### src/rtl/core/lfrs_pkg.sv
package lfrs_pkg;

    // Widths of the external fields.
    localparam int STAMP_W = 32;
    localparam int TIME_W  = 48;
    localparam int COUNT_W = 32;
    localparam int ROOM_W  = 4;
    localparam int CFG_W   = 5;

    // Default number of room entries and the reset value of the room-count register.
    localparam int ROOMS_DEF = 16;
    localparam logic [CFG_W-1:0] CFG_RESET = CFG_W'(16);

    // Saturation limits.
    localparam logic [TIME_W-1:0]  TIME_MAX  = '1;
    localparam logic [COUNT_W-1:0] COUNT_MAX = '1;

    // One word of the room table.
    typedef struct packed {
        logic [TIME_W-1:0]  free_at;
        logic [COUNT_W-1:0] use_count;
    } t_room_rec;

    // Sequencer states of the top level.
    typedef enum logic [1:0] {
        ST_IDLE,
        ST_SCAN,
        ST_CALC,
        ST_DONE
    } t_state;

endpackage

### src/rtl/core/lfrs_room_mem.sv
module lfrs_room_mem #(
    parameter  int ROOMS = lfrs_pkg::ROOMS_DEF,
    localparam int IDX_W = (ROOMS > 1) ? $clog2(ROOMS) : 1
) (
    input  logic                          i_clk,
    input  logic                          i_rst_n,
    input  logic [IDX_W-1:0]              i_rd_addr,
    output lfrs_pkg::t_room_rec           o_rd_data,
    input  logic                          i_wr_en,
    input  logic [IDX_W-1:0]              i_wr_addr,
    input  lfrs_pkg::t_room_rec           i_wr_data
);

    lfrs_pkg::t_room_rec r_mem [ROOMS];
    logic [ROOMS-1:0]    r_valid;
    lfrs_pkg::t_room_rec r_rd_data;
    logic                r_rd_ok;

    // Valid bits stand in for the all-zero reset of the table.
    always_ff @(posedge i_clk) begin
        if (!i_rst_n) begin
            r_valid <= '0;
            r_rd_ok <= 1'b0;
        end else begin
            if (i_wr_en) begin
                r_valid[i_wr_addr] <= 1'b1;
            end
            r_rd_ok <= r_valid[i_rd_addr];
        end
    end

    // Storage array with one write and one registered read port.
    always_ff @(posedge i_clk) begin
        if (i_wr_en) begin
            r_mem[i_wr_addr] <= i_wr_data;
        end
        r_rd_data <= r_mem[i_rd_addr];
    end

    // An entry never written reads as zero.
    assign o_rd_data = r_rd_ok ? r_rd_data : '0;

endmodule

### src/rtl/core/lfrs_scan.sv
module lfrs_scan #(
    parameter  int ROOMS = lfrs_pkg::ROOMS_DEF,
    localparam int IDX_W = (ROOMS > 1) ? $clog2(ROOMS) : 1,
    localparam int NUM_W = $clog2(ROOMS + 1)
) (
    input  logic                          i_clk,
    input  logic                          i_rst_n,
    input  logic                          i_start,
    input  logic [NUM_W-1:0]              i_n,
    input  logic [lfrs_pkg::STAMP_W-1:0]  i_start_time,
    output logic [IDX_W-1:0]              o_rd_addr,
    input  lfrs_pkg::t_room_rec           i_rd_data,
    output logic                          o_done,
    output logic                          o_found,
    output logic [IDX_W-1:0]              o_pick,
    output lfrs_pkg::t_room_rec           o_pick_rec,
    output logic [IDX_W-1:0]              o_early,
    output lfrs_pkg::t_room_rec           o_early_rec
);

    logic                r_busy;
    logic [NUM_W-1:0]    r_addr;
    logic                r_rd_vld;
    logic                r_rd_last;
    logic [IDX_W-1:0]    r_rd_idx;
    logic                r_found;
    logic [IDX_W-1:0]    r_pick;
    lfrs_pkg::t_room_rec r_pick_rec;
    logic [IDX_W-1:0]    r_early;
    lfrs_pkg::t_room_rec r_early_rec;
    logic                last_issue;
    logic                is_free;
    logic                is_earlier;

    assign last_issue = (r_addr == NUM_W'(i_n - 1'b1));
    assign o_rd_addr  = r_addr[IDX_W-1:0];

    // Address sequencer: one room read is issued per cycle.
    always_ff @(posedge i_clk) begin
        if (!i_rst_n) begin
            r_busy    <= 1'b0;
            r_addr    <= '0;
            r_rd_vld  <= 1'b0;
            r_rd_last <= 1'b0;
        end else begin
            r_rd_vld  <= r_busy;
            r_rd_last <= r_busy && last_issue;
            if (i_start) begin
                r_busy <= 1'b1;
                r_addr <= '0;
            end else if (r_busy) begin
                if (last_issue) begin
                    r_busy <= 1'b0;
                end else begin
                    r_addr <= r_addr + 1'b1;
                end
            end
        end
    end

    always_ff @(posedge i_clk) begin
        r_rd_idx <= r_addr[IDX_W-1:0];
    end

    // Compare each returned entry against the request and the running minimum.
    assign is_free    = (i_rd_data.free_at <= lfrs_pkg::TIME_W'(i_start_time));
    assign is_earlier = (r_rd_idx == '0) || (i_rd_data.free_at < r_early_rec.free_at);

    always_ff @(posedge i_clk) begin
        if (!i_rst_n) begin
            r_found <= 1'b0;
        end else if (i_start) begin
            r_found <= 1'b0;
        end else if (r_rd_vld && !r_found && is_free) begin
            r_found <= 1'b1;
        end
    end

    always_ff @(posedge i_clk) begin
        if (r_rd_vld) begin
            if (!r_found && is_free) begin
                r_pick     <= r_rd_idx;
                r_pick_rec <= i_rd_data;
            end
            if (is_earlier) begin
                r_early     <= r_rd_idx;
                r_early_rec <= i_rd_data;
            end
        end
    end

    assign o_done      = r_rd_vld && r_rd_last;
    assign o_found     = r_found;
    assign o_pick      = r_pick;
    assign o_pick_rec  = r_pick_rec;
    assign o_early     = r_early;
    assign o_early_rec = r_early_rec;

endmodule

### src/rtl/core/lowest_free_room_scheduler_top.sv
// A booking's result follows its input transfer after a scan of the N active rooms, a
// calculation state and the output register; a new booking is taken only once the sequencer
// is back in idle after the result has been committed, which an output stall can hold off.
// The scan reads one room entry per cycle from the single-read-port room table.
// Reset (synchronous, active low) empties the pipeline, zeroes all room entries through
// per-entry valid bits, clears the busiest-room tracker and sets the room count to 16.
module lowest_free_room_scheduler_top #(
    parameter int ROOMS = lfrs_pkg::ROOMS_DEF
) (
    input  logic                          i_clk,
    input  logic                          i_rst_n,
    input  logic                          i_cfg_we,
    input  logic [lfrs_pkg::CFG_W-1:0]    i_cfg_data,
    input  logic                          i_valid,
    output logic                          o_stall,
    input  logic [lfrs_pkg::STAMP_W-1:0]  i_start_time,
    input  logic [lfrs_pkg::STAMP_W-1:0]  i_end_time,
    output logic                          o_valid,
    input  logic                          i_stall,
    output logic [lfrs_pkg::ROOM_W-1:0]   o_room,
    output logic                          o_was_delayed,
    output logic [lfrs_pkg::TIME_W-1:0]   o_actual_begin,
    output logic [lfrs_pkg::TIME_W-1:0]   o_actual_finish,
    output logic [lfrs_pkg::ROOM_W-1:0]   o_busiest_room,
    output logic [lfrs_pkg::COUNT_W-1:0]  o_busiest_count
);

    localparam int IDX_W = (ROOMS > 1) ? $clog2(ROOMS) : 1;
    localparam int NUM_W = $clog2(ROOMS + 1);

    lfrs_pkg::t_state r_state;
    lfrs_pkg::t_state n_state;

    logic [lfrs_pkg::CFG_W-1:0]   r_cfg;
    logic [NUM_W-1:0]             r_n;
    logic [NUM_W-1:0]             n_active;
    logic [lfrs_pkg::STAMP_W-1:0] r_start_time;
    logic [lfrs_pkg::STAMP_W-1:0] r_end_time;

    logic [IDX_W-1:0]             r_pick;
    logic                         r_delayed;
    logic [lfrs_pkg::TIME_W-1:0]  r_begin;
    logic [lfrs_pkg::TIME_W-1:0]  r_finish;
    logic [lfrs_pkg::COUNT_W-1:0] r_new_cnt;
    logic [IDX_W-1:0]             r_busiest;
    logic [lfrs_pkg::COUNT_W-1:0] r_best_cnt;
    logic                         r_o_valid;

    logic                         accept;
    logic                         commit;
    logic                         scan_start;

    logic [IDX_W-1:0]             rd_addr;
    lfrs_pkg::t_room_rec          rd_data;
    lfrs_pkg::t_room_rec          wr_data;
    logic                         scan_done;
    logic                         found;
    logic [IDX_W-1:0]             pick;
    lfrs_pkg::t_room_rec          pick_rec;
    logic [IDX_W-1:0]             early;
    lfrs_pkg::t_room_rec          early_rec;

    logic [lfrs_pkg::STAMP_W-1:0] dur;
    logic [lfrs_pkg::TIME_W-1:0]  begin_sel;
    logic [lfrs_pkg::TIME_W:0]    fin_sum;
    logic [lfrs_pkg::COUNT_W-1:0] old_cnt;
    logic                         take_busiest;

    // Active room count: zero means one room, values above ROOMS clamp to ROOMS.
    always_comb begin
        if (r_cfg == '0) begin
            n_active = NUM_W'(1);
        end else if (32'(r_cfg) > 32'(ROOMS)) begin
            n_active = NUM_W'(ROOMS);
        end else begin
            n_active = NUM_W'(r_cfg);
        end
    end

    // Configuration register.
    always_ff @(posedge i_clk) begin
        if (!i_rst_n) begin
            r_cfg <= lfrs_pkg::CFG_RESET;
        end else if (i_cfg_we) begin
            r_cfg <= i_cfg_data;
        end
    end

    // Handshake decode.
    assign o_stall    = (r_state != lfrs_pkg::ST_IDLE);
    assign accept     = i_valid && !o_stall;
    assign scan_start = accept;
    assign commit     = (r_state == lfrs_pkg::ST_DONE) && (!r_o_valid || !i_stall);

    // Sequencer next state.
    always_comb begin
        n_state = r_state;
        case (r_state)
            lfrs_pkg::ST_IDLE: begin
                if (accept) n_state = lfrs_pkg::ST_SCAN;
            end
            lfrs_pkg::ST_SCAN: begin
                if (scan_done) n_state = lfrs_pkg::ST_CALC;
            end
            lfrs_pkg::ST_CALC: begin
                n_state = lfrs_pkg::ST_DONE;
            end
            lfrs_pkg::ST_DONE: begin
                if (commit) n_state = lfrs_pkg::ST_IDLE;
            end
            default: begin
                n_state = lfrs_pkg::ST_IDLE;
            end
        endcase
    end

    always_ff @(posedge i_clk) begin
        if (!i_rst_n) begin
            r_state <= lfrs_pkg::ST_IDLE;
        end else begin
            r_state <= n_state;
        end
    end

    // Capture the booking on its input transfer.
    always_ff @(posedge i_clk) begin
        if (accept) begin
            r_start_time <= i_start_time;
            r_end_time   <= i_end_time;
            r_n          <= n_active;
        end
    end

    // Room table and the scanner that walks it.
    lfrs_room_mem #(
        .ROOMS(ROOMS)
    ) u_mem (
        .i_clk     (i_clk),
        .i_rst_n   (i_rst_n),
        .i_rd_addr (rd_addr),
        .o_rd_data (rd_data),
        .i_wr_en   (commit),
        .i_wr_addr (r_pick),
        .i_wr_data (wr_data)
    );

    lfrs_scan #(
        .ROOMS(ROOMS)
    ) u_scan (
        .i_clk        (i_clk),
        .i_rst_n      (i_rst_n),
        .i_start      (scan_start),
        .i_n          (r_n),
        .i_start_time (r_start_time),
        .o_rd_addr    (rd_addr),
        .i_rd_data    (rd_data),
        .o_done       (scan_done),
        .o_found      (found),
        .o_pick       (pick),
        .o_pick_rec   (pick_rec),
        .o_early      (early),
        .o_early_rec  (early_rec)
    );

    // Begin and finish times, with the duration clipped at zero and the sum saturated.
    assign dur       = (r_end_time > r_start_time) ? (r_end_time - r_start_time) : '0;
    assign begin_sel = found ? lfrs_pkg::TIME_W'(r_start_time) : early_rec.free_at;
    assign fin_sum   = {1'b0, begin_sel} + (lfrs_pkg::TIME_W + 1)'(dur);
    assign old_cnt   = found ? pick_rec.use_count : early_rec.use_count;

    always_ff @(posedge i_clk) begin
        if (r_state == lfrs_pkg::ST_CALC) begin
            r_pick    <= found ? pick : early;
            r_delayed <= !found;
            r_begin   <= begin_sel;
            r_finish  <= fin_sum[lfrs_pkg::TIME_W] ? lfrs_pkg::TIME_MAX
                                                    : fin_sum[lfrs_pkg::TIME_W-1:0];
            r_new_cnt <= (old_cnt == lfrs_pkg::COUNT_MAX) ? old_cnt : old_cnt + 1'b1;
        end
    end

    assign wr_data.free_at   = r_finish;
    assign wr_data.use_count = r_new_cnt;

    // Busiest room follows each update; lower index wins a tie.
    assign take_busiest = (r_new_cnt > r_best_cnt) ||
                          ((r_new_cnt == r_best_cnt) && (r_pick < r_busiest));

    always_ff @(posedge i_clk) begin
        if (!i_rst_n) begin
            r_busiest  <= '0;
            r_best_cnt <= '0;
        end else if (commit) begin
            if (take_busiest || (r_pick == r_busiest)) begin
                r_busiest  <= r_pick;
                r_best_cnt <= r_new_cnt;
            end
        end
    end

    // Output register: a finished result waits here until its transfer.
    always_ff @(posedge i_clk) begin
        if (!i_rst_n) begin
            r_o_valid <= 1'b0;
        end else if (commit) begin
            r_o_valid <= 1'b1;
        end else if (!i_stall) begin
            r_o_valid <= 1'b0;
        end
    end

    always_ff @(posedge i_clk) begin
        if (commit) begin
            o_room          <= lfrs_pkg::ROOM_W'(r_pick);
            o_was_delayed   <= r_delayed;
            o_actual_begin  <= r_begin;
            o_actual_finish <= r_finish;
            if (take_busiest || (r_pick == r_busiest)) begin
                o_busiest_room  <= lfrs_pkg::ROOM_W'(r_pick);
                o_busiest_count <= r_new_cnt;
            end else begin
                o_busiest_room  <= lfrs_pkg::ROOM_W'(r_busiest);
                o_busiest_count <= r_best_cnt;
            end
        end
    end

    assign o_valid = r_o_valid;

endmodule

### config.mk
export PLATFORM = sky130hd
export DESIGN_NAME = lowest_free_room_scheduler_top
export DESIGN_NICKNAME = d
export VERILOG_FILES = /design/src/rtl/core/lfrs_pkg.sv /design/src/rtl/core/lfrs_room_mem.sv /design/src/rtl/core/lfrs_scan.sv /design/src/rtl/core/lowest_free_room_scheduler_top.sv
export SDC_FILE = /design/constraint.sdc
export NUM_CORES = 2
export LEC_CHECK = 0
export BUFFER_PORTS_ARGS = -buffer_cell sky130_fd_sc_hd__clkbuf_2
export CORE_MARGIN = 3
export CORE_UTILIZATION = 45
export CTS_CLUSTER_DIAMETER = 200
export DETAILED_ROUTE_END_ITERATION = 16
export GPL_TIMING_DRIVEN = 0
export HOLD_SLACK_MARGIN = 0.03
export SYNTH_ARGS = -nofsm -noshare
export SYNTH_HDL_FRONTEND = slang
export SYNTH_HIERARCHICAL = 1
export SYNTH_SLANG_ARGS = --single-unit
### constraint.sdc
create_clock -name i_clk -period 38.4 [get_ports i_clk]
set_clock_uncertainty 0.15 [all_clocks]
set_input_delay 3.84 -clock i_clk [delete_from_list [all_inputs] [get_ports i_clk]]
set_output_delay 3.84 -clock i_clk [all_outputs]
set_load 0.005 [all_outputs]
==> impl_metrics.ini <==
[status]
status = complete, no violations

[timing]
period_share_pct = 25.0
tightest_slew_ps = 1370
setup_viol = 0
slew_violations = 0
max_freq_mhz = 104
relSlewSlack_pct = 8.85
rsz0062_at_grt = false
fin_hold_ws_ps = 269
period_minus_slack_ps = 9590
hold_violations = 0

[die]
die_h_um = 418
die_area_um2 = 175000
num_io_pins = 213
start_util_pct = 45.6
rows = 150
die_x_um = 418
core_um2 = 168000

[worst_setup_path]
crit_chain = buf_6 -> buf_8 -> buf_8 -> buf_6 -> buf_2 -> buf_1 -> clkbuf_1 -> buf_2 -> mux2_2 -> ha_1 -> clkbuf_1 -> nand4_1 -> nor4_1 -> nor2_1 -> a32oi_1 -> nand4_1 -> a21oi_1 -> nand4_1 -> clkbuf_1 -> o21ai_0
required_ps = 38780
path_max_fanout = 10
reg2reg_depth = 20
worst-path-buf-inv = 10
cp_top_family = buffers and inverters
cp-startpoint = u_scan/o_found$_SDFFE_PP0P_
arrival_ps = 9970
cp-end-kind = flop
r2r_setup_slack_ps = 28810
worstSetupPathType = flop to flop
reg2reg_to = r_finish[3]$_SDFFCE_PP1P_
max_stage_delay_ps = 1070
start_kind = flop
timing.rr.start = u_scan/o_found$_SDFFE_PP0P_
crit_path_top_delay_cell = clkbuf_1

[global_routing]
antenna_found_initial = 6
use_met1_pct = 29.4
grt_pass1_wl_um = 277000
grt.busiest_layer = met2
grtUsageTotal_pct = 21.6
globalRouteMet2Util_pct = 36.1
grt_remaining_overflow = 0
grt_max_degree = 65
gr-usage-met3_pct = 3.41
grt_pass1_vias = 41500

[worst_hold_path]
hold_end = o_actual_begin[30]$_DFFE_PP_
hold_path_depth = 0
worstHoldStart = r_begin[30]$_DFFE_PP_
hold_path_class = flop to flop

[cts]
cts_resized = 0
clk_path_buf_depth = 3
cts_sinks = 1893
clkTransAtPathRegs_ps = 60
ctsHtreeMaxLevel = 4
cts_tree = done
cts_buffers = 194
clkLatencyLatePin_ps = 830
cts_hold_buffers = 0
root_buffer = clkbuf_16
post_cts_buffers = 0

[detailed_routing]
post-route-drc-count = 0
routedWlPerCell_um = 26.3
ant_nets = 0
drt_iter0_markers = 3647
firstDrtPassIters = 6
dr_total_vias = 40800
via_per_inst = 5.67
drt_wl_total_um = 190000

[power]
power_mw = 5.61
comb_power_share_pct = 18.6
leakagePower_nw = 30.0
power_density_nw_per_um2 = 63.3
p_switching_mw = 1.59
p_sw_share_pct = 28.3
p_seq_share_pct = 48.4
intPower_mw = 4.02
ir_drop_uv = 48.3
pwr-share-clk_pct = 33.1

[place]
gp_congestion = 0.936
dp_hpwl_um = 129000
port_buffers = 211

[finish]
final_layout_size_suffix_gt1_share_pct = 22.7
syn2layout_area_growth_pct = 16.0
layout.nets = 5088

[synthesis]
syn_area_um2 = 76500
syn_nets = 4574
synthCells = 4309
syn_area_per_cell_um2 = 17.8
yosys_warnings = 6

[run]
maxCapViolCount = 0
worst register-to-register path, stage by stage (launching register included):
cell	delay, ps
dfxtp_1	450
buf_6	200
buf_8	180
buf_8	170
buf_6	210
buf_2	370
buf_1	760
clkbuf_1	1070
buf_2	570
mux2_2	410
ha_1	270
clkbuf_1	280
nand4_1	230
nor4_1	570
nor2_1	190
a32oi_1	530
nand4_1	550
a21oi_1	480
nand4_1	530
clkbuf_1	610
o21ai_0	510
state kept, by name, indices dropped and copies added (netlist names), 48 cells and up:
register,flops
u_mem/r_rd_data,80
u_scan/o_early_rec,80
o_actual_finish,48
o_actual_begin,48
r_finish,48
u_mem/r_mem,1280
r_begin,48
cells in the final DEF, fill, tap and decap left out, drive strengths merged, types with 42 or more instances in the layout:
cell type,instances
edfxtp,1739
clkbuf,579
mux4,322
nand2,288
inv,194
ha,189
buf,186
a22oi,160
dfxtp,154
a21oi,117
nor2,110
and2,95
mux2,81
mux2i,72
clkinv,62
o21ai,61
xnor2,57
nand3,50
a21o,47
xor2,42
nor2b,42
worst max-delay path by stage:
stage,depth (start not counted),slack [ps],to
6_report,20,28810,r_finish[3]$_SDFFCE_PP1P_
5_1_grt,20,28670,r_finish[3]$_SDFFCE_PP1P_
4_1_cts,20,28940,r_finish[3]$_SDFFCE_PP1P_
3_5_place_dp,20,29010,r_finish[3]$_SDFFCE_PP1P_
3_3_place_gp,4,-620,u_mem/r_mem[12][39]$_DFFE_PP_
2_1_floorplan,3,16240,u_mem/r_mem[12][0]$_DFFE_PP_
per-layer routing:
| layer | part of all wire (%) | routed length [um] |
|---|---|---|
| met4 | 2.5 | 4690 |
| met5 | 0 | 0 |
| met2 | 49 | 93800 |
| met1 | 42 | 80600 |
| met3 | 5.6 | 10600 |
layout make-up:
type	count	area (um^2)
Fill cell	13300	79200
Sequential cell	1893	55300
Multi-Input combinational cell	2054	19800
Clock buffer	273	5410
Timing Repair Buffer	318	2960
Tap cell	2204	2760
Clock inverter	89	903
Buffer	175	897
Inverter	187	702
Antenna cell	5	12.5
power by group through the flow:
stage	clock network, mW	registers (mW)	logic (mW)
2_1_floorplan	0	2.68	0.722
3_3_place_gp	0	2.78	1.00
3_5_place_dp	0	2.76	1.03
4_1_cts	1.90	2.72	1.04
5_1_grt	1.98	2.74	1.14
6_report	1.86	2.71	1.04
per-stage QoR:
step                setup TNS (ps)  instances  util (%)  setup slack, ps  cell area [um^2]
floorplan                        0       4309         -            16240             76500
global placement           -122640       6724      47.8             -618             80300
detailed placement               0       6831      49.1            29010             82400
CTS                              0       7193      52.8            28940             88700
global route                     0       7194      52.8            28670             88700
finish                           0       7198      52.8            28810             88700
Note: power is estimated with default switching activity, not from simulation.
